### src/rtl/core/itoa_pkg.sv
// Shared types, constants and lookup functions for the integer to ASCII block.
// No dependencies.
package itoa_pkg;

  localparam int MAX_DIGITS = 32;
  localparam int CNT_W      = $clog2(MAX_DIGITS + 1);
  localparam int IDX_W      = $clog2(MAX_DIGITS);
  localparam int DIGIT_W    = 6;
  localparam int RADIX_W    = 6;
  localparam int PADDR_W    = 3;

  localparam logic [RADIX_W-1:0] RADIX_RESET = 6'd10;
  localparam logic [RADIX_W-1:0] RADIX_MIN   = 6'd2;
  localparam logic [RADIX_W-1:0] RADIX_MAX   = 6'd36;
  localparam logic [RADIX_W-1:0] RADIX_DEC   = 6'd10;

  localparam logic             REG_RADIX  = 1'b0;
  localparam logic [6:0]       CHAR_MINUS = 7'h2d;
  localparam logic [6:0]       CHAR_ZERO  = 7'h30;
  localparam logic [6:0]       CHAR_A     = 7'h61;
  localparam logic [DIGIT_W-1:0] DIGIT_NINE = 6'd9;
  localparam logic [DIGIT_W-1:0] DIGIT_TEN  = 6'd10;

  typedef struct packed {
    logic [31:0]        mag;
    logic               neg;
    logic [RADIX_W-1:0] base;
    logic [31:0]        recip;
  } job_t;

  typedef enum logic [2:0] {
    B_IDLE,
    B_MUL,
    B_FIX,
    B_SIGN,
    B_RD,
    B_LD
  } back_state_t;

  // floor(2^32 / base)
  function automatic logic [31:0] recip_of(input logic [RADIX_W-1:0] base);
    logic [31:0] r;
    unique case (base)
      6'd2:    r = 32'h80000000;
      6'd3:    r = 32'h55555555;
      6'd4:    r = 32'h40000000;
      6'd5:    r = 32'h33333333;
      6'd6:    r = 32'h2aaaaaaa;
      6'd7:    r = 32'h24924924;
      6'd8:    r = 32'h20000000;
      6'd9:    r = 32'h1c71c71c;
      6'd10:   r = 32'h19999999;
      6'd11:   r = 32'h1745d174;
      6'd12:   r = 32'h15555555;
      6'd13:   r = 32'h13b13b13;
      6'd14:   r = 32'h12492492;
      6'd15:   r = 32'h11111111;
      6'd16:   r = 32'h10000000;
      6'd17:   r = 32'h0f0f0f0f;
      6'd18:   r = 32'h0e38e38e;
      6'd19:   r = 32'h0d79435e;
      6'd20:   r = 32'h0ccccccc;
      6'd21:   r = 32'h0c30c30c;
      6'd22:   r = 32'h0ba2e8ba;
      6'd23:   r = 32'h0b21642c;
      6'd24:   r = 32'h0aaaaaaa;
      6'd25:   r = 32'h0a3d70a3;
      6'd26:   r = 32'h09d89d89;
      6'd27:   r = 32'h097b425e;
      6'd28:   r = 32'h09249249;
      6'd29:   r = 32'h08d3dcb0;
      6'd30:   r = 32'h08888888;
      6'd31:   r = 32'h08421084;
      6'd32:   r = 32'h08000000;
      6'd33:   r = 32'h07c1f07c;
      6'd34:   r = 32'h07878787;
      6'd35:   r = 32'h07507507;
      6'd36:   r = 32'h071c71c7;
      default: r = 32'h80000000;
    endcase
    return r;
  endfunction

  function automatic logic [6:0] digit_char(input logic [DIGIT_W-1:0] d);
    logic [6:0] c;
    if (d > DIGIT_NINE) begin
      c = 7'(d - DIGIT_TEN) + CHAR_A;
    end else begin
      c = 7'(d) + CHAR_ZERO;
    end
    return c;
  endfunction

endpackage

### src/rtl/core/itoa_ram.sv
// Generic single write port, single read port RAM with registered read data.
// No dependencies.
module itoa_ram #(
  parameter int WIDTH = 8,
  parameter int DEPTH = 32
) (
  input  logic                     clk,
  input  logic                     we,
  input  logic [$clog2(DEPTH)-1:0] waddr,
  input  logic [WIDTH-1:0]         wdata,
  input  logic [$clog2(DEPTH)-1:0] raddr,
  output logic [WIDTH-1:0]         rdata
);

  logic [WIDTH-1:0] mem [DEPTH];

  always_ff @(posedge clk) begin
    if (we) begin
      mem[waddr] <= wdata;
    end
    rdata <= mem[raddr];
  end

endmodule

### src/rtl/core/itoa_front.sv
// Front end: radix register on the APB port, input beat acceptance and sign/base classification.
// Depends on itoa_pkg.
module itoa_front import itoa_pkg::*; (
  input  logic               clk,
  input  logic               rst,
  input  logic               psel,
  input  logic               penable,
  input  logic               pwrite,
  input  logic [PADDR_W-1:0] paddr,
  input  logic [31:0]        pwdata,
  output logic [31:0]        prdata,
  input  logic               value_valid,
  output logic               value_ready,
  input  logic signed [31:0] value,
  input  logic               q_full,
  output logic               push,
  output job_t               job
);

  logic [RADIX_W-1:0] radix;
  logic [RADIX_W-1:0] base;
  logic               neg;

  always_ff @(posedge clk) begin
    if (rst) begin
      radix <= RADIX_RESET;
    end else if (psel && penable && pwrite && paddr[2] == REG_RADIX) begin
      radix <= pwdata[RADIX_W-1:0];
    end
  end

  assign prdata = (paddr[2] == REG_RADIX) ? {{(32-RADIX_W){1'b0}}, radix} : 32'd0;

  always_comb begin
    if (radix < RADIX_MIN) begin
      base = RADIX_MIN;
    end else if (radix > RADIX_MAX) begin
      base = RADIX_MAX;
    end else begin
      base = radix;
    end
  end

  assign neg         = (base == RADIX_DEC) && value[31];
  assign value_ready = !q_full && !rst;
  assign push        = value_valid && value_ready;

  always_comb begin
    job.mag   = neg ? (32'd0 - value) : value;
    job.neg   = neg;
    job.base  = base;
    job.recip = recip_of(base);
  end

endmodule

### src/rtl/core/itoa_queue.sv
// Two-entry job queue between the front end and the conversion back end.
// Depends on itoa_pkg.
module itoa_queue import itoa_pkg::*; (
  input  logic clk,
  input  logic rst,
  input  logic push,
  input  job_t wjob,
  output logic full,
  input  logic pop,
  output logic empty,
  output job_t rjob
);

  job_t       entries [2];
  logic       wptr;
  logic       rptr;
  logic [1:0] fill;

  assign full  = (fill == 2'd2);
  assign empty = (fill == 2'd0);
  assign rjob  = entries[rptr];

  always_ff @(posedge clk) begin
    if (push) begin
      entries[wptr] <= wjob;
    end
  end

  always_ff @(posedge clk) begin
    if (rst) begin
      wptr <= 1'b0;
      rptr <= 1'b0;
      fill <= 2'd0;
    end else begin
      if (push) begin
        wptr <= !wptr;
      end
      if (pop) begin
        rptr <= !rptr;
      end
      fill <= fill + 2'(push) - 2'(pop);
    end
  end

endmodule

### src/rtl/core/itoa_back.sv
// Back end: digit extraction by reciprocal multiply, digit store, reverse-order emission.
// Depends on itoa_pkg and itoa_ram.
module itoa_back import itoa_pkg::*; (
  input  logic       clk,
  input  logic       rst,
  input  logic       q_empty,
  output logic       pop,
  input  job_t       qjob,
  output logic       char_valid,
  input  logic       char_ready,
  output logic [6:0] char_code,
  output logic       last_char
);

  back_state_t        state, state_next;
  logic [CNT_W-1:0]   count, count_next;
  logic [31:0]        mag, mag_next;
  logic               neg, neg_next;
  logic [RADIX_W-1:0] base, base_next;
  logic [31:0]        recip, recip_next;
  logic [31:0]        q_est;
  logic               q_est_load;

  logic [63:0]        prod;
  logic [31:0]        qb;
  logic [31:0]        rem_raw;
  logic               fix;
  logic [31:0]        rem_fix;
  logic [31:0]        q_fix;
  logic [CNT_W-1:0]   limit;
  logic [CNT_W-1:0]   cnt_m1;

  logic               ram_we;
  logic [DIGIT_W-1:0] ram_wdata;
  logic [DIGIT_W-1:0] ram_rdata;

  logic               slot_free;
  logic               out_load;
  logic [6:0]         out_char;
  logic               out_last;

  itoa_ram #(
    .WIDTH (DIGIT_W),
    .DEPTH (MAX_DIGITS)
  ) u_store (
    .clk   (clk),
    .we    (ram_we),
    .waddr (count[IDX_W-1:0]),
    .wdata (ram_wdata),
    .raddr (cnt_m1[IDX_W-1:0]),
    .rdata (ram_rdata)
  );

  assign prod      = 64'(mag) * 64'(recip);
  assign qb        = q_est * {{(32-RADIX_W){1'b0}}, base};
  assign rem_raw   = mag - qb;
  assign fix       = rem_raw >= {{(32-RADIX_W){1'b0}}, base};
  assign rem_fix   = fix ? rem_raw - {{(32-RADIX_W){1'b0}}, base} : rem_raw;
  assign q_fix     = q_est + 32'(fix);
  assign limit     = CNT_W'(MAX_DIGITS) - CNT_W'(neg);
  assign cnt_m1    = count - CNT_W'(1);
  assign slot_free = !char_valid || char_ready;

  always_ff @(posedge clk) begin
    if (rst) begin
      state <= B_IDLE;
      count <= '0;
    end else begin
      state <= state_next;
      count <= count_next;
    end
  end

  always_ff @(posedge clk) begin
    mag   <= mag_next;
    neg   <= neg_next;
    base  <= base_next;
    recip <= recip_next;
    if (q_est_load) begin
      q_est <= prod[63:32];
    end
  end

  always_comb begin
    state_next = state;
    count_next = count;
    mag_next   = mag;
    neg_next   = neg;
    base_next  = base;
    recip_next = recip;
    q_est_load = 1'b0;
    pop        = 1'b0;
    ram_we     = 1'b0;
    ram_wdata  = rem_fix[DIGIT_W-1:0];
    out_load   = 1'b0;
    out_char   = digit_char(ram_rdata);
    out_last   = (count == CNT_W'(1));
    unique case (state)
      B_IDLE: begin
        if (!q_empty) begin
          pop        = 1'b1;
          mag_next   = qjob.mag;
          neg_next   = qjob.neg;
          base_next  = qjob.base;
          recip_next = qjob.recip;
          count_next = '0;
          state_next = B_MUL;
        end
      end
      B_MUL: begin
        priority if (mag == 32'd0 && count == '0) begin
          ram_we     = 1'b1;
          ram_wdata  = '0;
          count_next = CNT_W'(1);
          state_next = B_SIGN;
        end else if (mag == 32'd0 || count >= limit) begin
          state_next = B_SIGN;
        end else begin
          q_est_load = 1'b1;
          state_next = B_FIX;
        end
      end
      B_FIX: begin
        ram_we     = 1'b1;
        count_next = count + CNT_W'(1);
        mag_next   = q_fix;
        state_next = B_MUL;
      end
      B_SIGN: begin
        if (!neg) begin
          state_next = B_RD;
        end else if (slot_free) begin
          out_load   = 1'b1;
          out_char   = CHAR_MINUS;
          out_last   = 1'b0;
          state_next = B_RD;
        end
      end
      B_RD: begin
        state_next = B_LD;
      end
      B_LD: begin
        if (slot_free) begin
          out_load   = 1'b1;
          count_next = cnt_m1;
          state_next = (count == CNT_W'(1)) ? B_IDLE : B_RD;
        end
      end
      default: begin
        state_next = B_IDLE;
      end
    endcase
  end

  always_ff @(posedge clk) begin
    if (rst) begin
      char_valid <= 1'b0;
    end else if (out_load) begin
      char_valid <= 1'b1;
    end else if (char_ready) begin
      char_valid <= 1'b0;
    end
  end

  always_ff @(posedge clk) begin
    if (out_load) begin
      char_code <= out_char;
      last_char <= out_last;
    end
  end

  a_fix_rem: assert property (@(posedge clk) disable iff (rst)
    state == B_FIX |-> rem_fix < {{(32-RADIX_W){1'b0}}, base})
    else $error("digit remainder not below base");

  a_fix_count: assert property (@(posedge clk) disable iff (rst)
    state == B_FIX |=> count == $past(count) + CNT_W'(1) && state == B_MUL)
    else $error("digit count did not advance");

  a_last_idle: assert property (@(posedge clk) disable iff (rst)
    state == B_LD && slot_free && count == CNT_W'(1) |=> state == B_IDLE && char_valid
      && last_char)
    else $error("final character not flagged");

  a_count_max: assert property (@(posedge clk) disable iff (rst)
    state != B_IDLE |-> count <= CNT_W'(MAX_DIGITS))
    else $error("digit count beyond store depth");

endmodule

### src/rtl/core/integer_to_ascii_radix.sv
// Top level of the integer to ASCII text converter.
// Depends on itoa_pkg, itoa_front, itoa_queue and itoa_back.
//
// Each input beat carries one signed 32-bit value; the block returns its text in the base held
// in the radix register (APB byte address 0, reset 10, values below 2 act as 2, above 36 as 36),
// one character per output beat, most significant digit first, last_char high on the final one.
// Base 10 prints a leading '-' for negative values; every other base reads the bits as unsigned.
// Per value: a dispatch state (B_IDLE), then per digit a reciprocal multiply (B_MUL) and a
// remainder correction (B_FIX) in the divide loop, a final B_MUL pass to finish the loop (a zero
// value takes only this pass), a sign slot (B_SIGN), which also loads the '-' when there is one,
// then per digit character a registered read of the digit store (B_RD) and a load (B_LD), plus
// any output stall. A two-entry queue in front lets new values be accepted while a conversion
// runs. No clearing pass is needed after reset.
module integer_to_ascii_radix import itoa_pkg::*; (
  input  logic               clk,
  input  logic               rst,
  input  logic               psel,
  input  logic               penable,
  input  logic               pwrite,
  input  logic [PADDR_W-1:0] paddr,
  input  logic [31:0]        pwdata,
  output logic [31:0]        prdata,
  output logic               pready,
  input  logic               value_valid,
  output logic               value_ready,
  input  logic signed [31:0] value,
  output logic               char_valid,
  input  logic               char_ready,
  output logic [6:0]         char_code,
  output logic               last_char
);

  job_t wjob;
  job_t rjob;
  logic push;
  logic pop;
  logic q_full;
  logic q_empty;

  assign pready = 1'b1;

  itoa_front u_front (
    .clk         (clk),
    .rst         (rst),
    .psel        (psel),
    .penable     (penable),
    .pwrite      (pwrite),
    .paddr       (paddr),
    .pwdata      (pwdata),
    .prdata      (prdata),
    .value_valid (value_valid),
    .value_ready (value_ready),
    .value       (value),
    .q_full      (q_full),
    .push        (push),
    .job         (wjob)
  );

  itoa_queue u_queue (
    .clk   (clk),
    .rst   (rst),
    .push  (push),
    .wjob  (wjob),
    .full  (q_full),
    .pop   (pop),
    .empty (q_empty),
    .rjob  (rjob)
  );

  itoa_back u_back (
    .clk        (clk),
    .rst        (rst),
    .q_empty    (q_empty),
    .pop        (pop),
    .qjob       (rjob),
    .char_valid (char_valid),
    .char_ready (char_ready),
    .char_code  (char_code),
    .last_char  (last_char)
  );

endmodule

### config.mk
export PLATFORM = sky130hd
export DESIGN_NAME = integer_to_ascii_radix
export DESIGN_NICKNAME = d
export VERILOG_FILES = /design/src/rtl/core/itoa_pkg.sv /design/src/rtl/core/itoa_ram.sv /design/src/rtl/core/itoa_front.sv /design/src/rtl/core/itoa_queue.sv /design/src/rtl/core/itoa_back.sv /design/src/rtl/core/integer_to_ascii_radix.sv
export SDC_FILE = /design/constraint.sdc
export NUM_CORES = 2
export LEC_CHECK = 0
export BUFFER_PORTS_ARGS = -buffer_cell sky130_fd_sc_hd__buf_2
export CORE_MARGIN = 10
export CORE_UTILIZATION = 42
export CTS_CLUSTER_SIZE = 8
export DETAILED_ROUTE_END_ITERATION = 6
export HOLD_SLACK_MARGIN = 0.1
export SETUP_SLACK_MARGIN = 0.02
export SYNTH_ARGS = -nofsm -noshare
export SYNTH_HDL_FRONTEND = slang
export SYNTH_HIERARCHICAL = 1
export SYNTH_SLANG_ARGS = --single-unit
### constraint.sdc
create_clock -name clk -period 10.6 [get_ports clk]
set_input_delay 0.53 -clock clk [delete_from_list [all_inputs] [get_ports clk]]
set_output_delay 0.53 -clock clk [all_outputs]
set_load 0.005 [all_outputs]
* Word-level counts from Yosys, hierarchy flattened
Memories as Yosys holds them, arrays and structs flattened. A register that Yosys moved wholly into a read port is not among the register bits.
Cells that the tools add are included.
** Word-level totals
- Bits in read-only memories :: 2048
- Bits in writable memories :: 334
- Word-level logic and storage cells :: 121
- Memories :: 3
- Bits in registers :: 131
** Cells by class
- Multiplexer cells :: 46
- Reductions and logical operators :: 25
- Magnitude comparators :: 5
- Equality and inequality tests :: 12
- Bitwise operators :: 2
- $mul :: 2
- Add/sub/neg operators :: 12
** Memories
- (name not given) :: words 64, bits a word 32, read ports 1, clocked after Yosys merged registers in 0, wr ports 0, line itoa_pkg.sv:43 : unique case (base)
- u_back.u_store.mem :: words 32, bits a word 6, read ports 1, clocked after Yosys merged registers in 1, wr ports 1, line itoa_ram.sv:15 : logic [WIDTH-1:0] mem [DEPTH];
- u_queue.entries :: words 2, bits a word 71, read ports 1, clocked after Yosys merged registers in 1, wr ports 1, line itoa_queue.sv:14 : job_t entries [2];
** Operators with widths (count)
- $mul 32x32->64 :: 1
- $mux 32 :: 2
- $pmux 32 s2 :: 1
- $mux 6 :: 9
- $add 32x1->32 :: 1
- $ge 32x6->1 :: 1
- $logic_not 32->1 :: 1
- $mul 32x6->32 :: 1
- $sub 1x32->32 const A :: 1
- $sub 32x32->32 :: 1
- $mux 7 :: 4
- $pmux 6 s4 :: 1
- $mux 1 :: 20
- $mux 3 :: 6
- $pmux 3 s6 :: 1
- $add 6x6->7 const B :: 1
- $add 7x7->7 const B :: 1
- $logic_and 1x1->1 :: 7
- $sub 6x4->7 const B :: 1
- $add 6x1->6 const B :: 1
- $eq 3x2->1 const B :: 2
- $eq 3x3->1 const B :: 2
- $eq 6x1->1 const B :: 1
- $eq 6x4->1 const B :: 1
- other kinds (26) :: 36

* Longest topological paths before layout
- Word-level depth :: 6
- Mapped depth :: 31
- Depth with buffers taken out :: 30

* Hierarchy
The synthesis kept the hierarchy.
** By module, submodules not included
- itoa_back :: seq. area each 3533.4 um2, cells an instance 5025, area an instance 44193.6 um2, times used 1
- itoa_ram :: seq. area each 5885.6 um2, cells an instance 323, area an instance 7589.8 um2, times used 1
- itoa_queue :: seq. area each 4364.2 um2, cells an instance 242, area an instance 5694.2 um2, times used 1
- itoa_front :: seq. area each 120.1 um2, cells an instance 432, area an instance 2645.0 um2, times used 1
- integer_to_ascii_radix :: seq. area each 0.0 um2, cells an instance 2, area an instance 11.3 um2, times used 1

* Worst setup path after synthesis
OpenSTA, ideal clock, no wires.
- Kind :: register to register
- From :: reg u_back.mag[15]
- To :: reg u_back.q_est[11] (data pin)
- Setup slack :: 2.630 ns
- Period minus slack after synthesis :: 7.970 ns
- Data arrival time :: 7.714 ns
- Stages on the path, launching flop included :: 30
- Required time :: 10.344 ns
- Library setup time :: 0.256 ns
- Buffers on the path :: 2
- Cell sequence :: edfxtp_1 > clkbuf_1 > clkbuf_1 > nand2_1 > fa_1 > inv_1 > fa_1 > inv_1 > fa_1 > inv_1 > fa_1 > fa_1 > inv_1 > fa_1 > inv_1 > fa_1 > inv_1 > fa_1 > inv_1 > ha_1 > a21o_1 > a21o_1 > a21oi_1 > o21ai_0 > a21o_1 > a311o_1 > a221oi_1 > o21ai_0 > or4_1 > and4_1
** On the way
- Word-level cells in the longest chain between the ends :: 1
** RTL lines
- from (decl) :: line itoa_back.sv:17 : logic [31:0] mag, mag_next;
- from (signal assigned) :: line itoa_back.sv:75 : mag <= mag_next;
- $mul 32x32->64 :: line itoa_back.sv:54 : assign prod = 64'(mag) * 64'(recip);
- net u_back.prod[43] :: line itoa_back.sv:24 : logic [63:0] prod;
- to (signal assigned) :: line itoa_back.sv:80 : q_est <= prod[63:32];
- to (decl) :: line itoa_back.sv:21 : logic [31:0] q_est;
The timed path passes the listed nets, and every way through them passes these cells.
A chain may end at the register's enable or synchronous reset.

* Worst setup path in the final report
- From :: reg u_back.recip[5]
- To :: reg u_back.q_est[11] (data pin)
** On the way
- Word-level cells in the longest chain between the ends :: 1
** RTL lines
- from (decl) :: line itoa_back.sv:20 : logic [31:0] recip, recip_next;
- from (signal assigned) :: line itoa_back.sv:78 : recip <= recip_next;
- $mul 32x32->64 :: line itoa_back.sv:54
- net u_back.prod[43] :: line itoa_back.sv:24
The timed path passes the listed nets, and every way through them passes these cells.

==> impl_results.md <==
* Layout cells sized above 1 at 7.32%
* Worst r2r path cells at 27
* DRT antenna net count at 0
* IO buf count at 61
* First DRT Iteration DRCs at 3086
* Final hold viol count at 0
* Synth unique cells at 85
* Row count at 138
* Placer congestion estimate at 0.903
* Area growth syn-to-layout at 6.87%
* Critical path depth at 27
* Dpl ws at 1.41 ns
* Initial antenna violation count at 3
* Clock Pin Slew Worst Setup and Hold Paths at 0.05 ns
* Dpl cells at 7737
* Setup CP Type: reg2reg
* DR vias at 41400
* Slew margin rel. at 21.9%
* Total number of H-tree levels at 3
* Worst setup SP type: register
* Hold_buf cts at 0
* Fraction of registers with async set/reset at 0%
* Most frequent cells in the layout: inv_1 (1225), nand2_1 (1115), fa_1 (1032)
* Final Skew at 0.0418 ns
* Drt pass-1 iters at 5
* Worst-margin pin slew at 1.17 ns
* Post-Syn Area per Cell at 9.98 um2
* Initial Util at 42.4%
* Wire per inst at 19.8 um
* Die Ht at 398 um
* Setup violators final at 0
* Post-route setup slack at 1.30 ns
* Worst Path Buf+Inv at 7
* Clock root buffer: clkbuf_16
* Worst Setup End Kind: register
* HP Class: in2reg
* Crit-path max FO at 21
* Gr usage total at 20.0%
* Fmax at 0.108 GHz
* Maxcap violations at 0
* Post-Layout Cell Count at 7847
* Die Area at 159000 um2
* Setup tns final at 0 ns
* Pins Over Slew Limit at 0
* Post-synth EDFFs at 445
* DP HPWL at 121000 um
* Die W at 398 um
* CP Data Required Time at 10.97 ns
* Sequential area share after synthesis at 23.1%
* Status: completed
* Number of CTS-inserted buffers at 69
* YS warnings at 6
* DR DRC count at 0
* Yosys reg bits at 472
* Global-route wire length before repair at 250000 um
* Hold depth at 3
* Area of the mapped netlist at 60100 um2
* Ports at 117
* Post-Synthesis Cells at 6024
* Arr. time, crit path at 9.67 ns
* Period utilisation layout at 87.7%
* Crit path max-delay family: adder cells
* Skew-Pair Late Insertion Delay at 0.65 ns
* DR vias/cell at 5.27
* CTS Buffer Depth at 3
* Main synth FF type: edfxtp_1
* Core box area at 142000 um2
* CTS sink count at 472
* Slowest stage cell, crit path: edfxtp_1
* Post CTS Setup Buffer Count at 0
* Cell mode on critical path: fa_1
* Min Tclk post-route at 9.30 ns
* RSZ-0062 raised after global routing: no
* Total grt overflow at 0
* Post-CTS resize count at 0
* Diodes inserted at 0
* Largest net degree at the start of global routing at 72
* Slowest cell delay on critical path at 1.07 ns
* Vias in the first global route at 44200
* CTS tree: yes
* NumNets Final at 7361
* Most common cell after layout, fill and taps aside: inv_1
* WL final at 156000 um
-- path summary, 6_finish.rpt --
kind / start / to / slack, ns
worst min-delay path: pwdata[0] / u_front/radix[0]$_SDFFE_PP0P_ / 0.14
worst max register to register: u_back/recip[5]$_DFFE_PP_ / u_back/q_est[11]$_DFFE_PP_ / 1.30
worst min register to register: u_front/radix[5]$_SDFFE_PP0P_ / u_front/radix[5]$_SDFFE_PP0P_ / 0.50
worst max-delay path: u_back/recip[5]$_DFFE_PP_ / u_back/q_est[11]$_DFFE_PP_ / 1.30
-- through the flow --
stage / area [um2] / hold slack, ns / utilization, %
floorplan: 60200 / 0.481 / -
global placement: 62200 / 0.476 / 43.8
detailed placement: 62200 / 0.498 / 43.8
CTS: 64300 / 0.103 / 45.3
global route: 64300 / 0.148 / 45.3
finish: 64300 / 0.143 / 45.3
-- sequential cells by signal (all words and copies together), names as in the netlist, 2 cells and up, named ones only --
register and flops:
u_back/base 6, u_queue/fill 2, u_back/char_code 7, u_back/q_est 32
u_back/state 3, u_back/recip 32, u_front/radix 6, u_back/u_store/rdata 6
u_back/u_store/mem 192, u_back/mag 32, u_back/count 6, u_queue/entries 142
-- tightest hold or removal path, cell delays in order --
cell and delay [ns]:
buf_2 0.07, mux2i_1 0.05, nor2_1 0.07
-- cell families (layout without fill, tap and decap cells) --
logic type,count (synthesis),after routing,synth area share (%)
buf+inv,1616,1524,10.5
fa+ha+maj,1369,1369,41.4
mux,152,152,4.38
flops,472,472,23.1
other cells,2,27,0.0125
compound gates,501,501,5.34
xor+xnor,130,130,1.94
simple gates,1782,1782,13.3
-- synth_stat cells (35+ instances only) --
library cell	instances	area, um2
inv_1	1226	4600
clkbuf_1	317	1190
nand4_1	35	219
o21ai_0	126	631
xor2_1	56	490
nor3_1	37	185
xnor2_1	72	631
a21o_1	46	345
mux2_4	70	1050
nand2_1	1115	4190
nor2_1	143	537
edfxtp_1	445	13400
mux4_2	60	1350
and2_1	253	1580
ha_1	337	4220
fa_1	1032	20700
a21oi_1	134	671
nand3_1	48	240
-- final cells by class --
type	instances	area, um2
fill	13600	77700
multi-input combinational	3961	40100
sequential	472	13900
inverter	1229	4610
tap	1890	2360
clock buffer	101	1850
timing repair buffer	185	1250
clock inverter	9	218
-- metal layers --
| metal | routed length, um | global-route usage [%] | up-vias | part of all wire (%) |
|---|---|---|---|---|
| met4 | 4370 | 5.81 | 0 | 2.8 |
| met5 | 0 | 0 | - | 0 |
| met1 | 67400 | 27.0 | 21600 | 43 |
| met3 | 8050 | 2.11 | 219 | 5.2 |
| li1 | - | - | 18400 | - |
| met2 | 76000 | 34.0 | 1203 | 49 |
Power is not shown: default switching activity piles up to over one toggle a cycle in this logic, so the estimate is an artifact.
